==> src/e2r_pkg.sv <==
`default_nettype none
package e2r_pkg;
	localparam int AngW = 16;
	localparam int CordW = 34;
	localparam int TrigW = 18;
	localparam int ProdW = 36;
	localparam int TripW = 54;
	localparam int MaxIter = 24;
	localparam int OutW = 16;

	localparam logic signed [CordW-1:0] Q29Pi = 34'sd1686629713;
	localparam logic signed [CordW-1:0] Q29HalfPi = 34'sd843314857;
	localparam logic signed [CordW-1:0] Q29Gain = 34'sd326016437;

	typedef logic signed [AngW-1:0] angle_t;
	typedef logic signed [TrigW-1:0] trig_t;
	typedef logic signed [OutW-1:0] entry_t;

	typedef struct packed {
		angle_t angle_x;
		angle_t angle_y;
		angle_t angle_z;
	} angles_t;

	typedef struct packed {
		entry_t r00;
		entry_t r01;
		entry_t r02;
		entry_t r10;
		entry_t r11;
		entry_t r12;
		entry_t r20;
		entry_t r21;
		entry_t r22;
	} matrix_t;

	// sine and cosine of one angle
	typedef struct packed {
		trig_t s;
		trig_t c;
	} sincos_t;

	// arctangent table in Q29
	function automatic logic signed [CordW-1:0] atan_q29(input int i);
		logic signed [CordW-1:0] t;
		case (i)
			0: t = 34'sd421657428;
			1: t = 34'sd248918915;
			2: t = 34'sd131521918;
			3: t = 34'sd66762579;
			4: t = 34'sd33510843;
			5: t = 34'sd16771758;
			6: t = 34'sd8387925;
			7: t = 34'sd4194219;
			8: t = 34'sd2097141;
			9: t = 34'sd1048575;
			default: t = CordW'(34'sd524288 >>> (i - 10));
		endcase
		return t;
	endfunction
endpackage
`default_nettype wire

==> src/e2r_cordic.sv <==
`default_nettype none
// Unrolled rotation-mode CORDIC, one register stage per iteration.
module e2r_cordic #(
	parameter int Iterations = 16
) (
	input wire logic clk,
	input wire logic en,
	input wire e2r_pkg::angle_t angle,
	output e2r_pkg::sincos_t sc
);
	localparam int N = (Iterations > e2r_pkg::MaxIter) ? e2r_pkg::MaxIter : Iterations;
	localparam int W = e2r_pkg::CordW;

	logic signed [W-1:0] x_s [N+1];
	logic signed [W-1:0] y_s [N+1];
	logic signed [W-1:0] z_s [N+1];
	logic flip_s [N+1];
	logic signed [W-1:0] z0;
	logic signed [W-1:0] xr;
	logic signed [W-1:0] yr;
	logic signed [W-1:0] xo;
	logic signed [W-1:0] yo;

	// fold the angle into [-pi/2, pi/2]
	assign z0 = W'(angle) <<< 16;
	always_ff @(posedge clk) begin
		if (en) begin
			x_s[0] <= e2r_pkg::Q29Gain;
			y_s[0] <= '0;
			if (z0 > e2r_pkg::Q29HalfPi) begin
				z_s[0] <= z0 - e2r_pkg::Q29Pi;
				flip_s[0] <= 1'b1;
			end else if (z0 < -e2r_pkg::Q29HalfPi) begin
				z_s[0] <= z0 + e2r_pkg::Q29Pi;
				flip_s[0] <= 1'b1;
			end else begin
				z_s[0] <= z0;
				flip_s[0] <= 1'b0;
			end
		end
	end

	// micro-rotations
	for (genvar i = 0; i < N; i++) begin : g_it
		always_ff @(posedge clk) begin
			if (en) begin
				flip_s[i+1] <= flip_s[i];
				if (!z_s[i][W-1]) begin
					x_s[i+1] <= x_s[i] - (y_s[i] >>> i);
					y_s[i+1] <= y_s[i] + (x_s[i] >>> i);
					z_s[i+1] <= z_s[i] - e2r_pkg::atan_q29(i);
				end else begin
					x_s[i+1] <= x_s[i] + (y_s[i] >>> i);
					y_s[i+1] <= y_s[i] - (x_s[i] >>> i);
					z_s[i+1] <= z_s[i] + e2r_pkg::atan_q29(i);
				end
			end
		end
	end

	// undo the fold, round to Q16
	assign xo = flip_s[N] ? -x_s[N] : x_s[N];
	assign yo = flip_s[N] ? -y_s[N] : y_s[N];
	assign xr = (xo + W'(4096)) >>> 13;
	assign yr = (yo + W'(4096)) >>> 13;
	always_ff @(posedge clk) begin
		if (en) begin
			sc.c <= xr[e2r_pkg::TrigW-1:0];
			sc.s <= yr[e2r_pkg::TrigW-1:0];
		end
	end
endmodule
`default_nettype wire

==> config.mk <==
export PLATFORM = sky130hd
export DESIGN_NAME = e2r_cordic
export DESIGN_NICKNAME = d
export VERILOG_FILES = /design/src/e2r_pkg.sv /design/src/e2r_cordic.sv
export SDC_FILE = /design/constraint.sdc
export NUM_CORES = 2
export LEC_CHECK = 0
export BUFFER_PORTS_ARGS = -buffer_cell sky130_fd_sc_hd__buf_2
export CAP_MARGIN = 20
export CORE_ASPECT_RATIO = 2
export CORE_MARGIN = 3
export CORE_UTILIZATION = 46
export DETAILED_ROUTE_END_ITERATION = 8
export PLACE_DENSITY = 0.7
export SYNTH_ARGS = -nofsm -noshare
export SYNTH_HDL_FRONTEND = slang
export SYNTH_SLANG_ARGS = --single-unit
==> constraint.sdc <==
create_clock -name clk -period 8 [get_ports clk]
set_input_delay 1.2 -clock clk [delete_from_list [all_inputs] [get_ports clk]]
set_output_delay 1.2 -clock clk [all_outputs]
set_load 0.1 [all_outputs]
# --- After elaboration in Yosys (flattened, before gate mapping) ---
# Memories as Yosys holds them, arrays and structs flattened.
# Cells that the tools add are included.
word_totals:
  ff_bits: 36
  mem_bits_rw: 1751
  inputBits: 18
  output_inout_bits: 36
  word_cells: 324
  n_memories: 4
op_classes:
  n_addsub: 101
  order_cmp: 2
  n_mux: 163
  bitwise: 52
memory_table:
  columns: ["memory", "depth", "word_bits", "read_ports", "rd_ports_with_merged_regs", "write_ports", "line_no", "source"]
  rows:
  - ["x_s", 17, 34, 17, 0, 17, "e2r_cordic.sv:14", "logic signed [W-1:0] x_s [N+1];"]
  - ["y_s", 17, 34, 17, 0, 17, "e2r_cordic.sv:15", "logic signed [W-1:0] y_s [N+1];"]
  - ["z_s", 17, 34, 16, 0, 17, "e2r_cordic.sv:16", "logic signed [W-1:0] z_s [N+1];"]
  - ["flip_s", 17, 1, 17, 0, 17, "e2r_cordic.sv:17", "logic flip_s [N+1];"]
op_table:
  columns: ["operator", "n"]
  rows:
  - ["$mux W34", 50]
  - ["$mux W1", 111]
  - ["$add A34 B19 Y34", 2]
  - ["$add A34 B20 Y34", 2]
  - ["$add A34 B21 Y34", 2]
  - ["$add A34 B21 Y34 const B", 2]
  - ["$add A34 B22 Y34", 2]
  - ["$add A34 B23 Y34", 2]
  - ["$add A34 B24 Y34", 2]
  - ["$add A34 B25 Y34", 2]
  - ["$add A34 B26 Y34", 2]
  - ["$add A34 B27 Y34", 2]
  - ["$add A34 B28 Y34", 2]
  - ["$add A34 B29 Y34", 2]
  - ["$add A34 B30 Y34", 2]
  - ["$add A34 B31 Y34", 2]
  - ["$add A34 B32 Y34", 2]
  - ["$add A34 B33 Y34", 2]
  - ["$sub A34 B19 Y34", 2]
  - ["$sub A34 B20 Y34", 2]
  - ["$sub A34 B21 Y34", 2]
  - ["$sub A34 B21 Y34 const B", 2]
  - ["$sub A34 B22 Y34", 2]
  - ["$sub A34 B23 Y34", 2]
  - ["other kinds (48)", 113]

# --- Logic depth before layout (Yosys ltp) ---
logic_depth:
  word_depth: 7
  depth_mapped: 22
  mapped_depth_nobuf: 22

# --- Worst setup path before layout ---
# OpenSTA, ideal clock, no wires.
synth_path:
  kind: "input to register"
  startpoint: "input port en"
  endpoint: "memory z_s[6][32] (netlist name), data pin"
  setup_ps: 272
  t_arrival_ps: 5543
  required_ps: 7728
  path_slack_ps: 2185
  cell_stages: 17
  path_buffers: 4
  cell_sequence: "clkbuf_1 clkbuf_1 nand2_1 inv_1 clkbuf_1 clkbuf_1 ha_1 and2_1 and3_1 a2111oi_0 a21oi_1 a31o_2 a31oi_1 a311oi_1 o31a_1 mux2i_1 or4_1"
synth_lines:
  columns: ["element", "line_no", "source"]
  rows:
  - ["from (decl)", "e2r_cordic.sv:7", "input wire logic en,"]
  - ["to (decl)", "e2r_cordic.sv:16", null]

==> results.tsv <==
stage	metric	value	unit
outcome	run status	finished, final reports clean	
synthesis	Mapped Area	124000	um^2
setup_path	CP Data Required Time	8600	ps
drt	Residual DRC	0	
setup_path	CP Cell Sequence	or3_1, or3_1, nor4_1, a21oi_1, xnor2_1, ha_1, a21o_1, a21o_1, a21oi_1, o21ai_0, or3_1, o31a_1, o41ai_1, o211ai_1, a21oi_1, xnor2_1	
layout	count of nets after finishing	14300	
sta	final hold vios	0	
drt	Routed WL per cell	23.3	um
sta	Final setup violation count	0	
sta	max-slew violations	0	
clock_network	CTS tree	built	
die	starting density of the core	0.463	
clock_network	worst-skew pair later-pin latency	900	ps
setup_path	Crit Path Class	reg -> reg	
setup_path	crit end category	flop	
layout	P&R area growth vs syn	7.92	%
clock_network	Inserted Clock Buffers	158	
drt	Initial DRC Count	4520	
die	chip height	739	um
place	DPL Wire Length	304000	um
clock_network	H-Tree Level Count	4	
sta	Worst Skew	102	ps
place	Final GP Congestion	1.07	
synthesis	post-synth cell types	111	
place	Port Buf Inserts	53	
sta	min cycle time layout	6790	ps
layout	most common cell after layout, fill and taps aside	edfxtp_1	
setup_path	slowest stage cell, crit path	nor4_1	
synthesis	Post-synth top flop	edfxtp_1	
clock_network	post-cts sizing count	0	
die	Core ar.	267000	um^2
sta	Sum Neg Setup Slack	0	ps
sta	Least-Margin Pin Slew	1250	ps
clock_network	CTS Hold Bufs	0	
drt	1st-pass router iterations	6	
synthesis	ys async rst share	0	
sta	fin crit share	0.848	
setup_path	Critical Path Source Type	flop	
synthesis	sequential fraction of the synthesis area	0.359	
drt	DRT Wirelength	385000	um
run	max-cap violations	0	
drt	ANT nets after route	0	
min_path	hold crit path type	reg -> reg	
synthesis	synthesized instance count	12800	
die	I/O pins	54	
setup_path	Worst path max stage delay	1030	ps
synthesis	yosys warns	0	
synthesis	Mean Syn Cell Area	9.66	um^2
setup_path	Crit path arrival time	7390	ps
clock_network	clk buf depth	4	
grt	GRT Overall Usage	0.272	
die	site row count	268	
layout	fraction of layout cells with a size suffix above 1	0.0459	
sta	Slew HR	0.161	
grt	largest net degree at the start of global routing	155	
clock_network	CTS sink count	1479	
synthesis	Post-synth EDFFs	1479	
layout	commonest cells after routing, fill and taps aside	edfxtp_1 (1479), ha_1 (1343), a21oi_1 (1257)	
setup_path	crit-path max FO	6	
clock_network	Setup Fix Bufs, Post-CTS	0	
sta	RSZ-0062 raised after global routing	false	
die	Die Wd	373	um
grt	initial antenna violation count	14	
drt	total number of vias	98900	
synthesis	synthesis-stage register bit count	1479	
drt	Avg Vias per Cell	5.98	
grt	GRT overflow	0	
clock_network	Reg clk slew, reported paths	60	ps
clock_network	CTS Root Cell	clkbuf_16	
grt	first-pass GRT wire length	572000	um
sta	Max Fclk	0.147	GHz
grt	vias in the first global route	102000	
die	die area	276000	um^2
==> cell type report <==
| type | count | area (um^2) |
|---|---|---|
| multi-input combinational | 10600 | 76600 |
| fill | 24800 | 133000 |
| clock buffer | 188 | 4150 |
| timing repair buffer | 164 | 1180 |
| sequential | 1479 | 44400 |
| antenna | 5 | 12.5 |
| inverter | 506 | 1900 |
| clock inverter | 79 | 827 |
| tap | 3510 | 4390 |
==> routing by layer <==
layer	track usage	vias to the layer above	wire (um)
met2	0.566	2453	220000
met1	0.186	46800	103000
li1	-	48000	-
met5	0	-	27
met4	0.289	4	49600
met3	0.0386	1640	12500
==> final timing paths <==
kind                     from           to  slack [ps]  cells past startpoint
hold reg to reg   z_s[10][16]  z_s[11][16]         420                      0
setup / recovery  x_s[12][24]  y_s[13][30]        1210                     16
setup reg to reg  x_s[12][24]  y_s[13][30]        1210                     16
hold / removal    z_s[10][16]  z_s[11][16]         420                      0
==> cell usage after synthesis (38+ instances only) <==
cell type / instances / area (um^2)
xnor2_1: 1220 / 10700
nand4_1: 80 / 500
or4_1: 60 / 450
a211o_1: 38 / 333
a211oi_1: 116 / 871
a21oi_1: 1257 / 6290
nor3_1: 312 / 1560
o21ai_1: 56 / 280
or2_2: 57 / 357
fa_1: 46 / 921
o31a_1: 47 / 412
o21ai_0: 620 / 3100
o21bai_1: 159 / 1190
mux2i_1: 61 / 611
clkbuf_1: 196 / 736
o21a_1: 200 / 1500
xor2_1: 623 / 5460
ha_1: 1343 / 16800
mux2_2: 47 / 529
nand2_1: 716 / 2690
o31ai_1: 153 / 1150
nand2b_1: 176 / 1100
a31oi_1: 107 / 669
a31o_2: 38 / 333
and2_1: 69 / 432
nor2b_1: 192 / 1200
a21o_1: 620 / 4650
o41ai_1: 58 / 508
or3_1: 123 / 769
edfxtp_1: 1479 / 44400
and3_1: 121 / 757
nor2_1: 1017 / 3820
inv_1: 498 / 1870
o211ai_1: 56 / 420
nand3_1: 219 / 1100
nor4_1: 79 / 494
==> registers in the layout, indices dropped and copies added, names as in the netlist <==
name,count
x_s,498
flip_s,17
sc,36
y_s,508
z_s,420
==> worst max-delay path: cells and delay by family (launching register included) <==
kind	cells	cell delay, ps
compound gates	9	2970
xor+xnor	2	460
fa+ha+maj	1	360
flops	1	520
simple gates	4	2220
==> kinds of logic (layout without fill, tap and decap cells) <==
| group | after synthesis | count (layout) | share of synthesized area |
|---|---|---|---|
| and+or+nand+nor | 3367 | 3367 | 0.134 |
| buffers and inverters | 727 | 937 | 0.0221 |
| adders and majority gates | 1389 | 1389 | 0.143 |
| other | 2 | 15 | 0.0000607 |
| muxes | 109 | 109 | 0.00940 |
| DFF | 1479 | 1479 | 0.359 |
| AOI/OAI and AO/OA | 3882 | 3882 | 0.202 |
| xor gates and xnor gates | 1846 | 1846 | 0.131 |
==> per-stage QoR <==
| step | utilization | setup slack, ps | cell area (um^2) | std cells | hold WS [ps] |
|---|---|---|---|---|---|
| after floorplan | - | 2190 | 124000 | 12800 | 400 |
| after global placement | 0.481 | 1380 | 128000 | 16300 | 402 |
| after detailed placement | 0.481 | 1250 | 128000 | 16300 | 405 |
| after CTS | 0.500 | 1720 | 133000 | 16500 | 415 |
| after global routing | 0.500 | 1130 | 134000 | 16500 | 419 |
| final | 0.500 | 1210 | 134000 | 16500 | 417 |
Power is not shown: default switching activity piles up to over one toggle a cycle in this logic, so the estimate is an artifact.
